File: src/rtl/cmaf_pkg.sv
// Shared types, constants and the arctangent table of the circular mean angle filter.
`default_nettype none

package cmaf_pkg;

  // Window length in samples, 2 to 256.
  localparam int WINDOW = 32;
  localparam int SLOT_W = $clog2(WINDOW);

  localparam int ANGLE_W = 14;
  localparam int MEAN_W  = 15;
  localparam int Q15_W   = 16;
  localparam int TOTAL_W = 24;

  // CORDIC datapath: angles in 2^-32 turn, wide enough for gain and pre-rotation.
  localparam int CORDIC_W     = 34;
  localparam int CORDIC_STEPS = 24;
  localparam int STEP_W       = $clog2(CORDIC_STEPS);

  localparam logic signed [CORDIC_W-1:0] QUARTER_TURN = CORDIC_W'(64'h4000_0000);
  localparam logic signed [CORDIC_W-1:0] HALF_TURN    = CORDIC_W'(64'h8000_0000);
  localparam logic signed [CORDIC_W-1:0] START_X      = CORDIC_W'(64'd652032874);

  localparam logic signed [MEAN_W-1:0] MEAN_MAX = MEAN_W'(8192);
  localparam logic signed [MEAN_W-1:0] MEAN_MIN = -MEAN_W'(8192);

  typedef enum logic [2:0] {
    ST_IDLE,
    ST_ROT,
    ST_ROUND,
    ST_ACCUM,
    ST_VSETUP,
    ST_VEC,
    ST_FINISH
  } cmaf_state_t;

  // atan(2^-i) in units of 2^-32 turn.
  function automatic logic signed [CORDIC_W-1:0] atan_turn(input logic [STEP_W-1:0] i);
    logic [31:0] a;
    case (i)
      5'd0:    a = 32'h2000_0000;
      5'd1:    a = 32'h12E4_051E;
      5'd2:    a = 32'h09FB_385B;
      5'd3:    a = 32'h0511_11D4;
      5'd4:    a = 32'h028B_0D43;
      5'd5:    a = 32'h0145_D7E1;
      5'd6:    a = 32'h00A2_F61E;
      5'd7:    a = 32'h0051_7C55;
      5'd8:    a = 32'h0028_BE53;
      5'd9:    a = 32'h0014_5F2F;
      5'd10:   a = 32'h000A_2F98;
      5'd11:   a = 32'h0005_17CC;
      5'd12:   a = 32'h0002_8BE6;
      5'd13:   a = 32'h0001_45F3;
      5'd14:   a = 32'h0000_A2F9;
      5'd15:   a = 32'h0000_517C;
      5'd16:   a = 32'h0000_28BE;
      5'd17:   a = 32'h0000_145F;
      5'd18:   a = 32'h0000_0A2F;
      5'd19:   a = 32'h0000_0517;
      5'd20:   a = 32'h0000_028B;
      5'd21:   a = 32'h0000_0145;
      5'd22:   a = 32'h0000_00A2;
      5'd23:   a = 32'h0000_0051;
      default: a = 32'h0000_0000;
    endcase
    return $signed({{(CORDIC_W-32){1'b0}}, a});
  endfunction

endpackage

`default_nettype wire

File: src/rtl/circular_mean_angle_filter.sv
// Top level of the circular mean angle filter: sequencer, shared CORDIC unit and sample ring.
`default_nettype none

// Moving circular mean of rotor angles. Each transfer on the angle channel
// carries a 14-bit angle code (16384 counts per turn). The block turns it into
// sine and cosine in Q1.15, stores both in a ring of WINDOW entries, keeps
// running sums of the window, and reports the atan2 of the two sums as a signed
// angle in 1/16384 turn (-8192 to 8192). The first WINDOW-1 samples after reset
// only fill the ring and give no result; from then on every sample gives one.
// Both sums at zero report an angle of zero. While the ring fills, a sample
// passes through the transfer, 24 rotation iterations, rounding to Q1.15 and
// the update of the ring and the sums. Once results are produced it then goes
// through the setup of the vectoring pass, 24 vectoring iterations and the
// hand-over of the result. When both sums are zero the vectoring iterations
// are skipped. The hand-over waits while the previous result has not been
// transferred yet. The single CORDIC add/shift unit performs one iteration per
// cycle and serves both the sine/cosine and the atan2 passes. The result sits
// in an output register, so a new sample is taken while the previous result
// still waits for its transfer. The ring needs no clearing after reset.
module circular_mean_angle_filter
  import cmaf_pkg::*;
(
  input  wire logic                      clk,
  input  wire logic                      rst,
  input  wire logic [ANGLE_W-1:0]        raw_angle,
  input  wire logic                      angle_valid,
  output logic                           angle_ready,
  output logic signed [MEAN_W-1:0]       mean_angle,
  output logic                           mean_valid,
  input  wire logic                      mean_ready
);

  // Rounds a CORDIC coordinate (gain-compensated 2^30 scale) to Q1.15.
  function automatic logic signed [Q15_W-1:0] to_q15(input logic signed [CORDIC_W-1:0] v);
    logic signed [CORDIC_W-1:0] r;
    r = (v + CORDIC_W'(16384)) >>> 15;
    if (r > CORDIC_W'(32767)) begin
      r = CORDIC_W'(32767);
    end else if (r < -CORDIC_W'(32767)) begin
      r = -CORDIC_W'(32767);
    end
    return r[Q15_W-1:0];
  endfunction

  cmaf_state_t state, state_next;
  logic [STEP_W-1:0] step, step_next;

  logic signed [CORDIC_W-1:0] x, x_next;
  logic signed [CORDIC_W-1:0] y, y_next;
  logic signed [CORDIC_W-1:0] z, z_next;
  logic flip, flip_next;

  logic signed [Q15_W-1:0] sin_q, sin_q_next;
  logic signed [Q15_W-1:0] cos_q, cos_q_next;

  logic signed [TOTAL_W-1:0] sine_total, sine_total_next;
  logic signed [TOTAL_W-1:0] cosine_total, cosine_total_next;
  logic [SLOT_W-1:0] write_slot, write_slot_next;
  logic window_full, window_full_next;

  logic signed [MEAN_W-1:0] mean_angle_next;
  logic mean_valid_next;

  // Sample ring: sine in the upper half of an entry, cosine in the lower half.
  logic [2*Q15_W-1:0] ring [WINDOW];
  logic [2*Q15_W-1:0] ring_rd;
  logic               ring_we;

  // Shared CORDIC iteration.
  logic signed [CORDIC_W-1:0] x_sh, y_sh, atan_val;
  logic signed [CORDIC_W-1:0] x_it, y_it, z_it;
  logic                       ccw;

  logic signed [CORDIC_W-1:0] z_in, x_fin, y_fin, x_vec, y_vec, mean_wide;
  logic signed [Q15_W-1:0]    old_sin, old_cos;

  always_comb begin
    x_sh     = x >>> step;
    y_sh     = y >>> step;
    atan_val = atan_turn(step);
    // Rotation mode drives z to zero, vectoring mode drives y to zero.
    if (state == ST_ROT) begin
      ccw = !z[CORDIC_W-1];
    end else begin
      ccw = y[CORDIC_W-1] || (y == '0);
    end
    if (ccw) begin
      x_it = x - y_sh;
      y_it = y + x_sh;
      z_it = z - atan_val;
    end else begin
      x_it = x + y_sh;
      y_it = y - x_sh;
      z_it = z + atan_val;
    end
  end

  always_ff @(posedge clk) begin
    if (ring_we) begin
      ring[write_slot] <= {sin_q, cos_q};
    end
    ring_rd <= ring[write_slot];
  end

  always_comb begin
    state_next        = state;
    step_next         = step;
    x_next            = x;
    y_next            = y;
    z_next            = z;
    flip_next         = flip;
    sin_q_next        = sin_q;
    cos_q_next        = cos_q;
    sine_total_next   = sine_total;
    cosine_total_next = cosine_total;
    write_slot_next   = write_slot;
    window_full_next  = window_full;
    mean_angle_next   = mean_angle;
    mean_valid_next   = mean_valid && !mean_ready;
    angle_ready       = 1'b0;
    ring_we           = 1'b0;

    // The code scaled to 2^-32 turn, read as a signed angle in half a turn either way.
    z_in      = $signed({{(CORDIC_W-32){raw_angle[ANGLE_W-1]}}, raw_angle, 18'b0});
    x_fin     = flip ? -x : x;
    y_fin     = flip ? -y : y;
    old_sin   = $signed(ring_rd[2*Q15_W-1:Q15_W]);
    old_cos   = $signed(ring_rd[Q15_W-1:0]);
    x_vec     = $signed({{(CORDIC_W-TOTAL_W-6){cosine_total[TOTAL_W-1]}}, cosine_total, 6'b0});
    y_vec     = $signed({{(CORDIC_W-TOTAL_W-6){sine_total[TOTAL_W-1]}}, sine_total, 6'b0});
    mean_wide = (z + CORDIC_W'(131072)) >>> 18;

    case (state)
      ST_IDLE: begin
        angle_ready = 1'b1;
        if (angle_valid) begin
          // Fold into the right half plane; the half-turn shift is undone by
          // negating both results.
          x_next    = START_X;
          y_next    = '0;
          step_next = '0;
          if (z_in > QUARTER_TURN) begin
            z_next    = z_in - HALF_TURN;
            flip_next = 1'b1;
          end else if (z_in < -QUARTER_TURN) begin
            z_next    = z_in + HALF_TURN;
            flip_next = 1'b1;
          end else begin
            z_next    = z_in;
            flip_next = 1'b0;
          end
          state_next = ST_ROT;
        end
      end

      ST_ROT, ST_VEC: begin
        x_next    = x_it;
        y_next    = y_it;
        z_next    = z_it;
        step_next = step + STEP_W'(1);
        if (step == STEP_W'(CORDIC_STEPS - 1)) begin
          step_next  = '0;
          state_next = (state == ST_ROT) ? ST_ROUND : ST_FINISH;
        end
      end

      ST_ROUND: begin
        sin_q_next = to_q15(y_fin);
        cos_q_next = to_q15(x_fin);
        state_next = ST_ACCUM;
      end

      ST_ACCUM: begin
        // The oldest sample leaves the sums only once the ring has wrapped.
        ring_we           = 1'b1;
        sine_total_next   = sine_total + TOTAL_W'(sin_q)
                            - (window_full ? TOTAL_W'(old_sin) : '0);
        cosine_total_next = cosine_total + TOTAL_W'(cos_q)
                            - (window_full ? TOTAL_W'(old_cos) : '0);
        if (write_slot == SLOT_W'(WINDOW - 1)) begin
          write_slot_next  = '0;
          window_full_next = 1'b1;
        end else begin
          write_slot_next = write_slot + SLOT_W'(1);
        end
        state_next = (window_full_next) ? ST_VSETUP : ST_IDLE;
      end

      ST_VSETUP: begin
        step_next = '0;
        if (sine_total == '0 && cosine_total == '0) begin
          // No direction at all: report zero.
          z_next     = '0;
          state_next = ST_FINISH;
        end else begin
          state_next = ST_VEC;
          if (cosine_total[TOTAL_W-1]) begin
            // Left half plane: turn a quarter turn towards the positive x axis.
            if (!sine_total[TOTAL_W-1]) begin
              x_next = y_vec;
              y_next = -x_vec;
              z_next = QUARTER_TURN;
            end else begin
              x_next = -y_vec;
              y_next = x_vec;
              z_next = -QUARTER_TURN;
            end
          end else begin
            x_next = x_vec;
            y_next = y_vec;
            z_next = '0;
          end
        end
      end

      ST_FINISH: begin
        if (!mean_valid || mean_ready) begin
          if (mean_wide > CORDIC_W'(8192)) begin
            mean_angle_next = MEAN_MAX;
          end else if (mean_wide < -CORDIC_W'(8192)) begin
            mean_angle_next = MEAN_MIN;
          end else begin
            mean_angle_next = mean_wide[MEAN_W-1:0];
          end
          mean_valid_next = 1'b1;
          state_next      = ST_IDLE;
        end
      end

      default: begin
        state_next = ST_IDLE;
      end
    endcase
  end

  always_ff @(posedge clk) begin
    if (rst) begin
      state        <= ST_IDLE;
      step         <= '0;
      sine_total   <= '0;
      cosine_total <= '0;
      write_slot   <= '0;
      window_full  <= 1'b0;
      mean_valid   <= 1'b0;
    end else begin
      state        <= state_next;
      step         <= step_next;
      sine_total   <= sine_total_next;
      cosine_total <= cosine_total_next;
      write_slot   <= write_slot_next;
      window_full  <= window_full_next;
      mean_valid   <= mean_valid_next;
    end
  end

  always_ff @(posedge clk) begin
    x          <= x_next;
    y          <= y_next;
    z          <= z_next;
    flip       <= flip_next;
    sin_q      <= sin_q_next;
    cos_q      <= cos_q_next;
    mean_angle <= mean_angle_next;
  end

endmodule

`default_nettype wire

File: config.mk
export PLATFORM = sky130hd
export DESIGN_NAME = circular_mean_angle_filter
export DESIGN_NICKNAME = d
export VERILOG_FILES = /design/src/rtl/cmaf_pkg.sv /design/src/rtl/circular_mean_angle_filter.sv
export SDC_FILE = /design/constraint.sdc
export NUM_CORES = 2
export LEC_CHECK = 0
export BUFFER_PORTS_ARGS = -buffer_cell sky130_fd_sc_hd__buf_2
export CAP_MARGIN = 20
export CORE_MARGIN = 2
export CORE_UTILIZATION = 58
export DETAILED_ROUTE_END_ITERATION = 7
export PLACE_DENSITY = 0.77
export SYNTH_ARGS = -nofsm -noshare
export SYNTH_HDL_FRONTEND = slang
export SYNTH_SLANG_ARGS = --single-unit
File: constraint.sdc
create_clock -name clk -period 6.65 [get_ports clk]
set_clock_uncertainty 0.2 [all_clocks]
set_input_delay 0.665 -clock clk [delete_from_list [all_inputs] [get_ports clk]]
set_output_delay 0.665 -clock clk [all_outputs]
set_load 0.01 [all_outputs]
=== Word level (Yosys, flattened, before mapping) ===
Memory sizes are Yosys's and may differ from the RTL's. A register that Yosys moved wholly into a read port is not among the register bits.
Cells that the tools add are included.

* Word-level logic and storage cells: 133
* Memories kept: 2
* ROM bits: 960
* Flip-flop bits (word level): 213
* Bits of input ports: 18
* Memory bits (writable): 1024
* Output and inout port bits: 17

{| class="wikitable"
|+ Memories
! name !! words !! width !! read ports !! clocked after Yosys merged registers in !! write ports !! RTL line !! RTL
|-
| ring || 32 || 32 || 1 || 1 || 1 || circular_mean_angle_filter.sv:65 || <nowiki>logic [2*Q15_W-1:0] ring [WINDOW];</nowiki>
|-
| (name not given) || 32 || 30 || 1 || 1 || 0 || cmaf_pkg.sv:40 || <nowiki>case (i)</nowiki>
|}

* Add/subtract/negate cells: 21
* Eq/ne operators: 12
* Magnitude comparators: 8
* Reductions and logical operators: 21
* Shift operators: 2
* Multiplexer cells: 50

{| class="wikitable"
|+ Operators by type and width
! cell !! count
|-
| $mux W34 || 19
|-
| $pmux W34 S3 || 3
|-
| $add A34 B16 Y34 const B || 2
|-
| $add A34 B34 Y34 || 2
|-
| $neg A30 Y34 || 2
|-
| $neg A34 Y34 || 2
|-
| $sshr A34 B5 Y34 || 2
|-
| $sub A34 B34 Y34 || 2
|-
| $add A24 B24 Y24 || 2
|-
| $logic_not A24 Y1 || 2
|-
| $mux W24 || 2
|-
| $sub A24 B24 Y24 || 2
|-
| $gt A19 B16 Y1 const B || 2
|-
| $lt A19 B16 Y1 const B || 2
|-
| $add A32 B33 Y34 const B || 1
|-
| $add A34 B19 Y34 const B || 1
|-
| $add A34 B33 Y34 || 1
|-
| $logic_not A34 Y1 || 1
|-
| $sub A32 B33 Y34 const B || 1
|-
| $sub A34 B33 Y34 || 1
|-
| $gt A32 B32 Y1 const B || 1
|-
| $lt A32 B31 Y1 const B || 1
|-
| $mux W16 || 2
|-
| $mux W5 || 5
|-
| other kinds (22) || 53
|}

=== Logic depth before layout (Yosys ltp) ===
* Depth in word-level cells: 6
* Depth in mapped cells: 32
* Depth with buffers taken out: 26

=== Worst setup path before layout ===
OpenSTA, ideal clock, no wires.

* Path kind: reg-to-reg
* From: register y[16]
* To: register z[30], data pin
* Path buffers: 3
* Data arrival time: 5.739 ns
* Required time: 6.181 ns
* Stages on the path, launching flop included: 24
* Clock period less this slack: 6.208 ns
* Setup slack: 0.442 ns
* Setup time: 0.269 ns
* Path through: edfxtp_1 buf_2 nor3_1 and4b_1 nand2_1 or3_1 or3_1 a22oi_1 clkbuf_1 clkbuf_1 a21oi_1 xnor2_1 ha_1 and3_1 a221o_1 or2_2 o21ai_0 a31oi_1 o41ai_1 o21ai_0 o21a_1 a21oi_1 xor2_1 o21ai_0

* Word-level cells in the longest chain between the ends: 5

{| class="wikitable"
|+ Ends and longest elaborated chain
! element !! RTL line !! RTL
|-
| start, declared || circular_mean_angle_filter.sv:49 || <nowiki>logic signed [CORDIC_W-1:0] y, y_next;</nowiki>
|-
| start signal, assigned || circular_mean_angle_filter.sv:258 || <nowiki>y <= y_next;</nowiki>
|-
| $logic_not A34 Y1 || circular_mean_angle_filter.sv:85 || <nowiki>ccw = y[CORDIC_W-1] || (y == '0);</nowiki>
|-
| $logic_or A1 B1 Y1 || circular_mean_angle_filter.sv:85 ||
|-
| $mux W1 || circular_mean_angle_filter.sv:82 || <nowiki>if (state == ST_ROT) begin</nowiki>
|-
| $mux W34 || circular_mean_angle_filter.sv:87 || <nowiki>if (ccw) begin</nowiki>
|-
| $pmux W34 S3 || circular_mean_angle_filter.sv:133 || <nowiki>case (state)</nowiki>
|-
| via z_next[30] || circular_mean_angle_filter.sv:50 || <nowiki>logic signed [CORDIC_W-1:0] z, z_next;</nowiki>
|-
| end signal, assigned || circular_mean_angle_filter.sv:259 || <nowiki>z <= z_next;</nowiki>
|-
| end, declared || circular_mean_angle_filter.sv:50 ||
|}

The timed path passes the listed nets, and every way through them passes these cells.
A chain may end at the register's enable or synchronous reset.

=== Worst setup path in the final report ===
* From: register step[3]
* To: register y[28], data pin

* Word-level cells in the longest chain between the ends: 4
* Elaborated cells on any way between the ends: 5
* Classes of those cells: add/sub (2); shift (1); mux (2)

{| class="wikitable"
|+ Ends and longest elaborated chain
! element !! RTL line !! RTL
|-
| start, declared || circular_mean_angle_filter.sv:46 || <nowiki>logic [STEP_W-1:0] step, step_next;</nowiki>
|-
| start signal, assigned || circular_mean_angle_filter.sv:247 || <nowiki>step <= step_next;</nowiki>
|-
| $sshr A34 B5 Y34 (*) || circular_mean_angle_filter.sv:78 || <nowiki>x_sh = x >>> step;</nowiki>
|-
| $sub A34 B34 Y34 / $add A34 B34 Y34 (equally long branches) || circular_mean_angle_filter.sv:93, circular_mean_angle_filter.sv:89 ||
|-
| $mux W34 (*) || circular_mean_angle_filter.sv:87 ||
|-
| $pmux W34 S3 (*) || circular_mean_angle_filter.sv:133 ||
|-
| via y_next[28] || circular_mean_angle_filter.sv:49 ||
|}

The timed path passes the listed nets; every way through them passes the cells marked *.

==> flow_summary.ini <==
[global_routing]
overflow = 0
first_global_vias = 47600
antenna_found_initial = 6
grt_pass1_wl_um = 314000
grt_max_degree = 134
grt_util_all_layers_pct = 35.2

[clocking]
cts_tree = yes
clk_pin_slew_ns = 0.06
clock_latency_ns = 0.80
cts_root_buf = clkbuf_16
cts_buffer_depth = 3
clock_sinks = 1299
cts_buffers = 133
cts_max_level = 4

[power]
ir_drop_uv = 267
p_clk_share_pct = 25.6
powerDensity_nw_per_um2 = 388
pwr-share-comb_pct = 40.4
leakage_nw = 26.0
power.total_mw = 29.8
netSwitchingFraction_pct = 37.1
seqPwrFrac_pct = 34.0
switchingPower_mw = 11.0
internal-power_mw = 18.7

[worst_setup_path]
worstPathArrival_ns = 6.65
worstPathMaxFanout = 78
regToRegSetupSlack_ns = 0.31
startpoint_type = register
worst_ep_required_time_ns = 6.96
reg2reg_depth = 24
path_class = reg -> reg
endpoint_kind = register

[worst_hold_path]
hold_class = in -> reg
min_path_cells = 2

[routing]
wl_per_cell_um = 30.1
drtIter0Drc = 6892
totalWireLength_um = 214000
viasPerCell = 6.91
vias = 49200
first_pass_iters = 8
drc = 0
ant_nets = 0

[cells_and_area]
stdcell_area_um2 = 76600
syn_to_final_growth_pct = 11.7
fillers = 8279
diodes = 0
multi_input_area_um2 = 29000
nNetsFinal = 5710
drive_gt1_share_pct = 17.5
register_area_um2 = 37800
post-route-util_pct = 65.1

[yosys]
yosys-top-cells-area = edfxtp_1, mux4_2, dfxtp_1
syn_avg_cell_area_um2 = 12.9
yosysSeqAreaShare_pct = 55.0
synth-edff-count = 1174
synth_nets = 5569
synth_ff_type = edfxtp_1
yosys_warnings = 0
synth_cells = 5331
synthDistinctLibCells = 102
yosysTopAreaCell = edfxtp_1
synth-async-reset-ratio_pct = 0
ys_ff_latch = 1299
yosys.area.top_type_share_pct = 51.4
syn_area_um2 = 68600

[floorplan]
die_h_um = 348
num_io_pins = 35
num_rows = 126
core_um2 = 118000
fp.dieW_um = 348
dieArea_um2 = 121000
start_util_pct = 58.3

[sta]
fin_ws_ns = 0.309
fin_setup_tns_ns = 0
max-slew-margin-rel_pct = 20.8
finalSetupViolCount = 0
tightest_slew_ns = 1.18
rsz0062_at_grt = false
hold_violations = 0
clock.fmax_mhz = 158
period_needed_ns = 6.34
finalCritPeriodShare_pct = 95.3
slew_violations = 0

[placement]
io_buffers = 34
gp_congestion = 1.03
preCtsSetupSlack_ns = 0.274
placed_cell_area_um2 = 71900
place_hpwl_um = 137000

[status]
outcome = complete, no violations

[job]
maxCapViolCount = 0
layer usage:
layer,track usage [%],up-vias,wire length [µm]
met5,0,-,28
met2,54.3,3316,98800
met3,8.57,674,23800
met1,47.0,24400,80000
li1,-,20800,-
met4,17.2,4,11600
kinds of logic after synthesis:
| group | Yosys count | synth area share, % |
|---|---|---|
| compound gates | 1162 | 11.0 |
| xor+xnor | 320 | 4.10 |
| fa+ha+maj | 222 | 4.58 |
| buf+inv | 556 | 3.18 |
| flops | 1299 | 55.0 |
| mux | 458 | 12.8 |
| simple gates | 1314 | 9.36 |
power by group through the flow:
stage          clock, mW  combinational, mW  sequential, mW
2_1_floorplan          0               8.15            10.0
3_3_place_gp           0               11.5            10.3
3_5_place_dp           0               11.5            10.3
4_1_cts             7.67               11.6            10.1
5_1_grt             7.95               13.0            10.1
6_report            7.62               12.0            10.1
sequential cells by signal, summed over array words and instances, names as in the netlist, 24 cells and up:
| signal | flops |
|---|---|
| x | 34 |
| y | 34 |
| atan_val | 30 |
| z | 34 |
| ring | 1024 |
| sine_total | 24 |
| ring_rd | 32 |
| cosine_total | 24 |
final timing paths:
check	endpoint	start
worst max-delay path	y[28]	step[3]
worst min-delay path	flip	raw_angle[12]
worst max register to register	y[28]	step[3]
worst min register to register	sine_total[11]	sine_total[11]
metrics by stage:
stage          instances  hold slack [ns]
3_3_place_gp        6852            0.254
5_1_grt             7115           0.0391
6_report            7115           0.0538
4_1_cts             7106           0.0102
2_1_floorplan       5331            0.246
3_5_place_dp        6853            0.259
critical path: stages (launching register included):
cell,delay [ns]
dfxtp_2,0.39
buf_12,0.37
mux4_2,0.38
mux2i_1,0.41
o22ai_1,0.15
a211o_1,0.32
inv_1,0.13
ha_1,0.17
and4_1,0.20
nand4_1,0.14
or4_1,0.58
nand2_1,0.11
xnor2_1,0.11
ha_1,0.31
nand3_1,0.10
nor2_1,0.15
nand2_1,0.11
or4_1,0.55
a41oi_1,0.31
a41oi_1,0.19
a21oi_1,0.23
buf_4,0.14
a21oi_1,0.06
xor2_1,0.15
o22ai_1,0.09
final cells by class:
type / count / area share (%)
multi-input combinational: 3476 / 37.9
tap: 1536 / 2.51
clock buffer: 169 / 4.71
timing repair buffer: 321 / 3.36
inverter: 241 / 1.18
sequential: 1299 / 49.3
clock inverter: 73 / 1.07
placed cells by master, fill, tap and decap left out, drive strengths merged, types with 59 or more instances in the layout:
cell and n:
nand4 64, edfxtp 1174, and2 63, a22oi 146, a21o 59, nor2 357, xor2 125, clkbuf 169
xnor2 195, ha 171, nand2 365, a21oi 293, dfxtp 125, mux2i 89, nor3 84, nand3 84
buf 310, inv 250, o21ai 246, mux4 328
synthesized netlist by cell type (13+ instances only):
library cell and instances:
edfxtp_1 1174, nand2_1 365, nor2_1 357, mux4_2 324
a21oi_1 293, inv_1 235, o21ai_0 222, clkbuf_1 216
xnor2_1 194, ha_1 171, a22oi_1 146, dfxtp_1 125
xor2_1 125, mux2i_1 89, nand3_1 83, nor3_1 83
nand4_1 64, and2_1 63, a21o_1 59, o22ai_1 58
buf_1 57, fa_1 49, nor2b_1 47, a31oi_1 43
nand2b_1 43, mux2_2 40, or3_1 40, a211oi_1 39
and3_1 35, o31ai_1 34, buf_2 33, o21a_1 32
nor4_1 30, o21ai_1 24, o211ai_1 23, o41ai_1 20
or4_1 20, or2_2 16, o21bai_1 15, a211o_1 14
a221oi_1 13
what timing repair did:
action,in CTS,in global routing
setup buffers,0,5
endpoints found under the setup margin,0,13
hold endpoints to repair,11,0
hold buffers,11,0
gates resized for setup,0,4
Note: power is estimated with default switching activity, not from simulation.
